<file path="src/lss_pkg.sv">
// Shared constants, codes and types for the LIFO stack with search.
package lss_pkg;

    // Storage geometry
    localparam int DEPTH      = 64;
    localparam int WORD_WIDTH = 32;
    localparam int ADDR_W     = (DEPTH > 1) ? $clog2(DEPTH) : 1;
    localparam int CNT_W      = $clog2(DEPTH + 1);

    // Request codes
    localparam logic [1:0] MODE_PUSH   = 2'd0;
    localparam logic [1:0] MODE_POP    = 2'd1;
    localparam logic [1:0] MODE_PEEK   = 2'd2;
    localparam logic [1:0] MODE_SEARCH = 2'd3;

    // Result status codes
    localparam logic [1:0] STAT_OK        = 2'd0;
    localparam logic [1:0] STAT_EMPTY     = 2'd1;
    localparam logic [1:0] STAT_FULL      = 2'd2;
    localparam logic [1:0] STAT_NOT_FOUND = 2'd3;

    // Controller states
    typedef enum logic [1:0] {
        S_IDLE,
        S_READ,
        S_SCAN,
        S_EMIT
    } t_state;

    // One result item
    typedef struct packed {
        logic [1:0]            status;
        logic [WORD_WIDTH-1:0] data;
        logic [ADDR_W-1:0]     index;
        logic [CNT_W-1:0]      count;
        logic                  empty;
    } t_result;

endpackage

</file>
<file path="src/lss_ram.sv">
// Single-port-write, single-port-read synchronous RAM with registered read data.
module lss_ram #(
    parameter int DEPTH = 64,
    parameter int WIDTH = 32,
    parameter int AW    = 6
) (
    input  logic             i_clk,
    input  logic             i_we,
    input  logic [AW-1:0]    i_waddr,
    input  logic [WIDTH-1:0] i_wdata,
    input  logic             i_re,
    input  logic [AW-1:0]    i_raddr,
    output logic [WIDTH-1:0] o_rdata
);

    logic [WIDTH-1:0] r_mem [DEPTH];
    logic [WIDTH-1:0] r_rdata;

    // Write port
    always_ff @(posedge i_clk) begin
        if (i_we) begin
            r_mem[i_waddr] <= i_wdata;
        end
    end

    // Read port with registered read data
    always_ff @(posedge i_clk) begin
        if (i_re) begin
            r_rdata <= r_mem[i_raddr];
        end
    end

    assign o_rdata = r_rdata;

endmodule

</file>
<file path="src/lss_core.sv">
// Request sequencer: word count, memory access control and bottom-up search scan.
module lss_core (
    input  logic                                i_clk,
    input  logic                                i_rst_n,
    input  logic                                i_in_valid,
    output logic                                o_in_stall,
    input  logic [1:0]                          i_mode,
    input  logic [lss_pkg::WORD_WIDTH-1:0]      i_value,
    // memory port
    output logic                                o_we,
    output logic [lss_pkg::ADDR_W-1:0]          o_waddr,
    output logic [lss_pkg::WORD_WIDTH-1:0]      o_wdata,
    output logic                                o_re,
    output logic [lss_pkg::ADDR_W-1:0]          o_raddr,
    input  logic [lss_pkg::WORD_WIDTH-1:0]      i_rdata,
    // result toward output register
    output logic                                o_res_valid,
    input  logic                                i_res_ready,
    output lss_pkg::t_result                    o_res
);

    lss_pkg::t_state                   r_state, n_state;
    logic [lss_pkg::CNT_W-1:0]         r_count, n_count;
    logic [lss_pkg::WORD_WIDTH-1:0]    r_key, n_key;
    logic [lss_pkg::ADDR_W-1:0]        r_ptr, n_ptr;
    lss_pkg::t_result                  r_res, n_res;

    logic                              w_accept;
    logic                              w_empty;
    logic                              w_full;
    logic [lss_pkg::CNT_W-1:0]         w_cnt_inc;
    logic [lss_pkg::CNT_W-1:0]         w_cnt_dec;
    logic [lss_pkg::CNT_W-1:0]         w_ptr_next;
    logic                              w_match;
    logic                              w_last;
    logic                              w_take;

    assign w_empty    = (r_count == '0);
    assign w_full     = (r_count == lss_pkg::CNT_W'(lss_pkg::DEPTH));
    assign w_cnt_inc  = r_count + lss_pkg::CNT_W'(1);
    assign w_cnt_dec  = r_count - lss_pkg::CNT_W'(1);
    assign w_ptr_next = {1'b0, r_ptr} + lss_pkg::CNT_W'(1);
    assign w_match    = (i_rdata == r_key);
    assign w_last     = (w_ptr_next == r_count);
    assign w_take     = (r_state == lss_pkg::S_EMIT) && i_res_ready;

    // Take a new request when idle, or as the pending result leaves
    assign o_in_stall = !((r_state == lss_pkg::S_IDLE) || w_take);
    assign w_accept   = i_in_valid && !o_in_stall;

    // Next state
    always_comb begin
        n_state = r_state;
        case (r_state)
            lss_pkg::S_IDLE: n_state = lss_pkg::S_IDLE;
            lss_pkg::S_READ: n_state = lss_pkg::S_EMIT;
            lss_pkg::S_SCAN: begin
                if (w_match || w_last) begin
                    n_state = lss_pkg::S_EMIT;
                end
            end
            lss_pkg::S_EMIT: begin
                if (i_res_ready) begin
                    n_state = lss_pkg::S_IDLE;
                end
            end
            default: n_state = lss_pkg::S_IDLE;
        endcase
        if (w_accept) begin
            case (i_mode)
                lss_pkg::MODE_PUSH: n_state = lss_pkg::S_EMIT;
                lss_pkg::MODE_POP,
                lss_pkg::MODE_PEEK: n_state = w_empty ? lss_pkg::S_EMIT : lss_pkg::S_READ;
                lss_pkg::MODE_SEARCH: n_state = w_empty ? lss_pkg::S_EMIT : lss_pkg::S_SCAN;
                default: n_state = lss_pkg::S_EMIT;
            endcase
        end
    end

    // Memory control and datapath next values
    always_comb begin
        o_we    = 1'b0;
        o_waddr = r_count[lss_pkg::ADDR_W-1:0];
        o_wdata = i_value;
        o_re    = 1'b0;
        o_raddr = w_ptr_next[lss_pkg::ADDR_W-1:0];
        n_count = r_count;
        n_key   = r_key;
        n_ptr   = r_ptr;
        n_res   = r_res;

        // Work on the request in flight
        case (r_state)
            lss_pkg::S_READ: begin
                n_res.data = i_rdata;
            end
            lss_pkg::S_SCAN: begin
                if (w_match) begin
                    n_res.status = lss_pkg::STAT_OK;
                    n_res.index  = r_ptr;
                end else if (!w_last) begin
                    o_re  = 1'b1;
                    n_ptr = w_ptr_next[lss_pkg::ADDR_W-1:0];
                end
            end
            default: ;
        endcase

        // New request
        if (w_accept) begin
            n_res.status = lss_pkg::STAT_OK;
            n_res.data   = '0;
            n_res.index  = '0;
            case (i_mode)
                lss_pkg::MODE_PUSH: begin
                    if (w_full) begin
                        n_res.status = lss_pkg::STAT_FULL;
                    end else begin
                        o_we    = 1'b1;
                        n_count = w_cnt_inc;
                    end
                end
                lss_pkg::MODE_POP: begin
                    if (w_empty) begin
                        n_res.status = lss_pkg::STAT_EMPTY;
                    end else begin
                        o_re    = 1'b1;
                        o_raddr = w_cnt_dec[lss_pkg::ADDR_W-1:0];
                        n_count = w_cnt_dec;
                    end
                end
                lss_pkg::MODE_PEEK: begin
                    if (w_empty) begin
                        n_res.status = lss_pkg::STAT_EMPTY;
                    end else begin
                        o_re    = 1'b1;
                        o_raddr = w_cnt_dec[lss_pkg::ADDR_W-1:0];
                    end
                end
                default: begin
                    // search starts at the bottom entry
                    n_res.status = lss_pkg::STAT_NOT_FOUND;
                    n_key        = i_value;
                    n_ptr        = '0;
                    if (!w_empty) begin
                        o_re    = 1'b1;
                        o_raddr = '0;
                    end
                end
            endcase
            n_res.count = n_count;
            n_res.empty = (n_count == '0);
        end
    end

    // Control registers
    always_ff @(posedge i_clk) begin
        if (!i_rst_n) begin
            r_state <= lss_pkg::S_IDLE;
            r_count <= '0;
        end else begin
            r_state <= n_state;
            r_count <= n_count;
        end
    end

    // Payload registers
    always_ff @(posedge i_clk) begin
        r_key <= n_key;
        r_ptr <= n_ptr;
        r_res <= n_res;
    end

    assign o_res_valid = (r_state == lss_pkg::S_EMIT);
    assign o_res       = r_res;

endmodule

</file>
<file path="src/lss_outbuf.sv">
// Output register that holds one result until the downstream side takes it.
module lss_outbuf (
    input  logic             i_clk,
    input  logic             i_rst_n,
    input  logic             i_res_valid,
    output logic             o_res_ready,
    input  lss_pkg::t_result i_res,
    output logic             o_out_valid,
    input  logic             i_out_stall,
    output lss_pkg::t_result o_res
);

    logic             r_valid;
    lss_pkg::t_result r_res;

    // Room when empty or when the held result transfers this cycle
    assign o_res_ready = !r_valid || !i_out_stall;

    always_ff @(posedge i_clk) begin
        if (!i_rst_n) begin
            r_valid <= 1'b0;
        end else if (o_res_ready) begin
            r_valid <= i_res_valid;
        end
    end

    always_ff @(posedge i_clk) begin
        if (o_res_ready && i_res_valid) begin
            r_res <= i_res;
        end
    end

    assign o_out_valid = r_valid;
    assign o_res       = r_res;

endmodule

</file>
<file path="src/lifo_stack_with_search.sv">
// Top level of the LIFO stack with search: sequencer, stack memory and output register.
// Push and any request on an empty stack go straight to the result; pop and peek read RAM first.
// Throughput: push one per cycle while the output is not stalled; a pop or peek reading a word
// waits for its RAM read. Search holds the input while it scans up, one RAM read per cycle.
// Reset (synchronous, active low) empties the stack and drops any pending result;
// the memory itself is not cleared, and no clearing pass is needed.
module lifo_stack_with_search (
    input  logic        i_clk,
    input  logic        i_rst_n,
    input  logic        i_in_valid,
    output logic        o_in_stall,
    input  logic [1:0]  i_mode,
    input  logic [31:0] i_value,
    output logic        o_out_valid,
    input  logic        i_out_stall,
    output logic [1:0]  o_status,
    output logic [31:0] o_data_out,
    output logic [5:0]  o_found_index,
    output logic [6:0]  o_count_out,
    output logic        o_is_empty
);

    logic                               w_we;
    logic [lss_pkg::ADDR_W-1:0]         w_waddr;
    logic [lss_pkg::WORD_WIDTH-1:0]     w_wdata;
    logic                               w_re;
    logic [lss_pkg::ADDR_W-1:0]         w_raddr;
    logic [lss_pkg::WORD_WIDTH-1:0]     w_rdata;
    logic                               w_res_valid;
    logic                               w_res_ready;
    lss_pkg::t_result                   w_res;
    lss_pkg::t_result                   w_out;

    // Request sequencer
    lss_core u_core (
        .i_clk       (i_clk),
        .i_rst_n     (i_rst_n),
        .i_in_valid  (i_in_valid),
        .o_in_stall  (o_in_stall),
        .i_mode      (i_mode),
        .i_value     (i_value),
        .o_we        (w_we),
        .o_waddr     (w_waddr),
        .o_wdata     (w_wdata),
        .o_re        (w_re),
        .o_raddr     (w_raddr),
        .i_rdata     (w_rdata),
        .o_res_valid (w_res_valid),
        .i_res_ready (w_res_ready),
        .o_res       (w_res)
    );

    // Stack storage
    lss_ram #(
        .DEPTH (lss_pkg::DEPTH),
        .WIDTH (lss_pkg::WORD_WIDTH),
        .AW    (lss_pkg::ADDR_W)
    ) u_ram (
        .i_clk   (i_clk),
        .i_we    (w_we),
        .i_waddr (w_waddr),
        .i_wdata (w_wdata),
        .i_re    (w_re),
        .i_raddr (w_raddr),
        .o_rdata (w_rdata)
    );

    // Result register
    lss_outbuf u_outbuf (
        .i_clk       (i_clk),
        .i_rst_n     (i_rst_n),
        .i_res_valid (w_res_valid),
        .o_res_ready (w_res_ready),
        .i_res       (w_res),
        .o_out_valid (o_out_valid),
        .i_out_stall (i_out_stall),
        .o_res       (w_out)
    );

    assign o_status      = w_out.status;
    assign o_data_out    = w_out.data;
    assign o_found_index = w_out.index;
    assign o_count_out   = w_out.count;
    assign o_is_empty    = w_out.empty;

endmodule

</file>
<file path="config.mk">
export PLATFORM = sky130hd
export DESIGN_NAME = lifo_stack_with_search
export DESIGN_NICKNAME = d
export VERILOG_FILES = /design/src/lss_pkg.sv /design/src/lss_ram.sv /design/src/lss_core.sv /design/src/lss_outbuf.sv /design/src/lifo_stack_with_search.sv
export SDC_FILE = /design/constraint.sdc
export NUM_CORES = 2
export LEC_CHECK = 0
export BUFFER_PORTS_ARGS = -buffer_cell sky130_fd_sc_hd__buf_2
export CORE_MARGIN = 3
export CORE_UTILIZATION = 48
export CTS_CLUSTER_DIAMETER = 120
export DETAILED_ROUTE_END_ITERATION = 8
export GPL_ROUTABILITY_DRIVEN = 0
export MAX_ROUTING_LAYER = met4
export SETUP_SLACK_MARGIN = 0.15
export SYNTH_ARGS = -nofsm -noshare
export SYNTH_HDL_FRONTEND = slang
export SYNTH_SLANG_ARGS = --single-unit
</file>
<file path="constraint.sdc">
create_clock -name i_clk -period 9.45 [get_ports i_clk]
set_input_delay 0.4725 -clock i_clk [delete_from_list [all_inputs] [get_ports i_clk]]
set_output_delay 0.4725 -clock i_clk [all_outputs]
set_load 0.01 [all_outputs]
</file>
==> metrics <==
status completed; area of the core 179000 um^2; number of global-route vias before repair 50300; worst-case clock buffer depth 3; worst-margin pin slew 1.27 ns; Syn Std Cell Area 87100 um^2; ys async rst share 0%; Crit path arrival time 6.49 ns; placed insts 8492; max-slew violation count 0; largest net degree at the start of global routing 157; total CTS buffers 215; RSZ-0062 raised after global routing no; pwr dens 337 nW/um^2; first-pass GRT wire length 361 mm; Initial Util 48.5%; Area contributors post-synth edfxtp_1, nand2_1, nand3_1, a21oi_1, mux2i_1; worst path cell trace ha_1, a21boi_4, buf_4, o221ai_1, o21ai_0, nand3_4, buf_4, nand3_1, buf_4, a21oi_1, nor4_1, o221ai_1, nor3_1; Rows 155; crit end category register; initial antenna violation count 11; FF-to-FF path depth 13; most common cell in the netlist edfxtp_1; #FFs+latches synth 2224; Synth Net Count 6309; Crit path largest cell delay 0.91 ns; Top cell by count, worst path buf_4; die width 432 um; Design Area, Final 97600 um^2; Post-synth EDFFs 2170; CP Max Fanout 53; post-synth top area share 74.9%; IO Count 88; register area share after synthesis 76.1%; Reg clk slew, reported paths 0.06 ns; syn avg cell area 13.9 um^2; area grow syn2layout 12.1%; ys flop type edfxtp_1; placed cell areas 90700 um^2; hpwl dp 138 mm; fin nets 6406; Die H 432 um; Die ar. 187000 um^2; Gate Count Post-Synth 6260; via count 54000; max cap viols 0; fill cell count 14300; Yosys Warn Count 0; slowest stage cell, crit path nor4_1; initial DRC count 7990; Period minus WS final 5.83 ns; Layout Skew 0.0403 ns; H-tree levels 4; Remaining DRCs 0; CTS sink count 2224; layout cell share with drive strength beyond 1 10.9%; top achievable clock speed 0.171 GHz; area leader, netlist edfxtp_1; antenna viol nets, final 0; gr ovfl total 0; Slew headroom 15.3%; Critical Path Start Type register; routed len/inst 28.2 um; critical path class register to register; cts repair resizes 0; Netlist cell types 71; Final Hold Fails 0; Final Cycle Share 61.7%; hold depth 5; hold path startpoint i_in_valid; aggregate routed wire length 250 mm; Layout Cells excl Fill 8890; CP delay by family, top simple AND/OR/NAND/NOR gates; Req. time, crit path 10.11 ns; reg2reg start u_core.r_state[0]$_SDFFE_PN0P_; Max rail drop VDD 0.467 mV; Global Route Usage Sum 27.4%; most frequent cells after synthesis edfxtp_1, nand2_1, nand3_1, a21oi_1, buf_2; TritonCTS clock tree yes; Reg2Reg Setup Slack 3.62 ns; clock latency on the worst-skew pair 0.86 ns; CTS root buf clkbuf_16; # setup viols final 0; number of vias per cell 6.08; Tightest Hold Check Type input port to register; critical path buffer and inverter count 3; setup TNS 0 ns; Leak Pwr 0.0327 uW; r2r endpoint u_ram.o_rdata[15]$_DFFE_PP_; drt pass-1 iters 8; Buffers on Ports 87; hold endpoint u_core.r_count[4]$_SDFFE_PN0N_
## kinds of logic (layout without fill, tap and decap cells)
logic type | after synthesis | in the layout | share of synthesized area [%]
buffers and inverters | 390 | 661 | 2.11
other | 0 | 4 | 0
XOR/XNOR | 47 | 47 | 0.473
multiplexers | 185 | 185 | 2.73
adder cells (fa/ha/maj) | 11 | 11 | 0.158
flip-flops | 2224 | 2224 | 76.1
AND/OR/NAND/NOR | 2671 | 2671 | 13.2
AO/OA/AOI/OAI | 732 | 732 | 5.26
## report_power, final
part	switching [uW]	total, uW	leakage [uW]	internal (uW)
logic	9280	12900	0.00941	3660
clock network	3680	8360	0.00334	4680
registers	339	11500	0.0200	11200
## cell usage in the layout, fill, tap and decap left out, types with 25 or more instances in the layout
cell type,netlist,layout
edfxtp_1,2170,2170
nand2_1,1669,1669
nand3_1,607,606
a21oi_1,347,347
clkbuf_16,0,218
buf_4,36,150
mux2i_1,110,110
nor2_1,166,98
a31oi_1,90,90
buf_2,189,87
and3_1,72,71
nor2_4,0,67
clkinv_1,3,56
o22ai_1,56,56
o21ai_0,55,54
dfxtp_1,54,54
clkbuf_1,103,46
xnor2_1,42,42
nor4_1,41,40
mux4_2,38,38
mux2_2,37,37
a32o_1,35,35
clkinv_2,0,29
or4_1,27,27
a32oi_1,26,26
nand4_1,25,25
## timing repair
action	in CTS	in global routing
buffers inserted	0	0
hold buffers	3	0
endpoints found under the hold margin	8	0
## worst register-to-register path: cells and delay by family, from the launching register on
family	cells	cell delay [ns]
compound gates	5	1.70
simple gates	4	1.86
buf+inv	3	1.46
fa+ha+maj	1	0.22
flops	1	0.39
## worst max-delay path by stage
stage / depth (start not counted) / end / startpoint
after CTS: 13 / u_ram.o_rdata[15]$_DFFE_PP_ / u_core.r_state[0]$_SDFFE_PN0P_
after global placement: 13 / u_ram.o_rdata[15]$_DFFE_PP_ / i_out_stall
after floorplan: 4 / u_ram.o_rdata[0]$_DFFE_PP_ / u_core.r_state[0]$_SDFFE_PN0P_
after global routing: 13 / u_ram.o_rdata[15]$_DFFE_PP_ / u_core.r_state[0]$_SDFFE_PN0P_
after detailed placement: 13 / u_ram.o_rdata[15]$_DFFE_PP_ / u_core.r_state[0]$_SDFFE_PN0P_
final: 13 / u_ram.o_rdata[15]$_DFFE_PP_ / u_core.r_state[0]$_SDFFE_PN0P_
## registers in the layout, summed over array words and instances (netlist names)
signal and flops:
u_outbuf.o_out_valid 1, u_core.r_state 2, u_core.r_key 32, u_outbuf.o_res 48
u_ram.r_mem 2048, u_ram.o_rdata 32, u_core.o_res 48, u_core.r_count 7
u_core.r_ptr 6
## stage by stage
stage / worst slack [ns] / power [uW] / hold slack [ns] / util (%)
after floorplan: 3.04 / 19800 / 0.400 / -
after global placement: 3.87 / 24500 / 0.401 / 50.5
after detailed placement: 3.71 / 24500 / 0.405 / 50.5
after CTS: 3.67 / 32800 / 0.171 / 54.4
after global routing: 3.23 / 34300 / 0.231 / 54.4
final: 3.62 / 32800 / 0.247 / 54.4
## layout make-up
cell class,instances,area (um^2),area share [%]
Clock inverter,116,1090,1.12
Antenna cell,4,10.0,0.0103
Multi-Input combinational cell,3646,19600,20.1
Clock buffer,275,5780,5.92
Sequential cell,2224,66200,67.9
Timing Repair Buffer,253,1850,1.90
Inverter,17,63.8,0.0654
Tap cell,2355,2950,3.02
## routing by layer
| metal | global-route usage [%] | part of all wire (%) | wire, um | up-vias |
|---|---|---|---|---|
| met1 | 39.9 | 43 | 107000 | 27500 |
| met5 | - | 0 | 0 | - |
| met2 | 40.9 | 46 | 115000 | 2744 |
| met3 | 4.56 | 9.4 | 23700 | 300 |
| met4 | 5.89 | 1.9 | 4640 | 0 |
| li1 | - | - | - | 23500 |
Note: power is estimated with default switching activity, not from simulation.
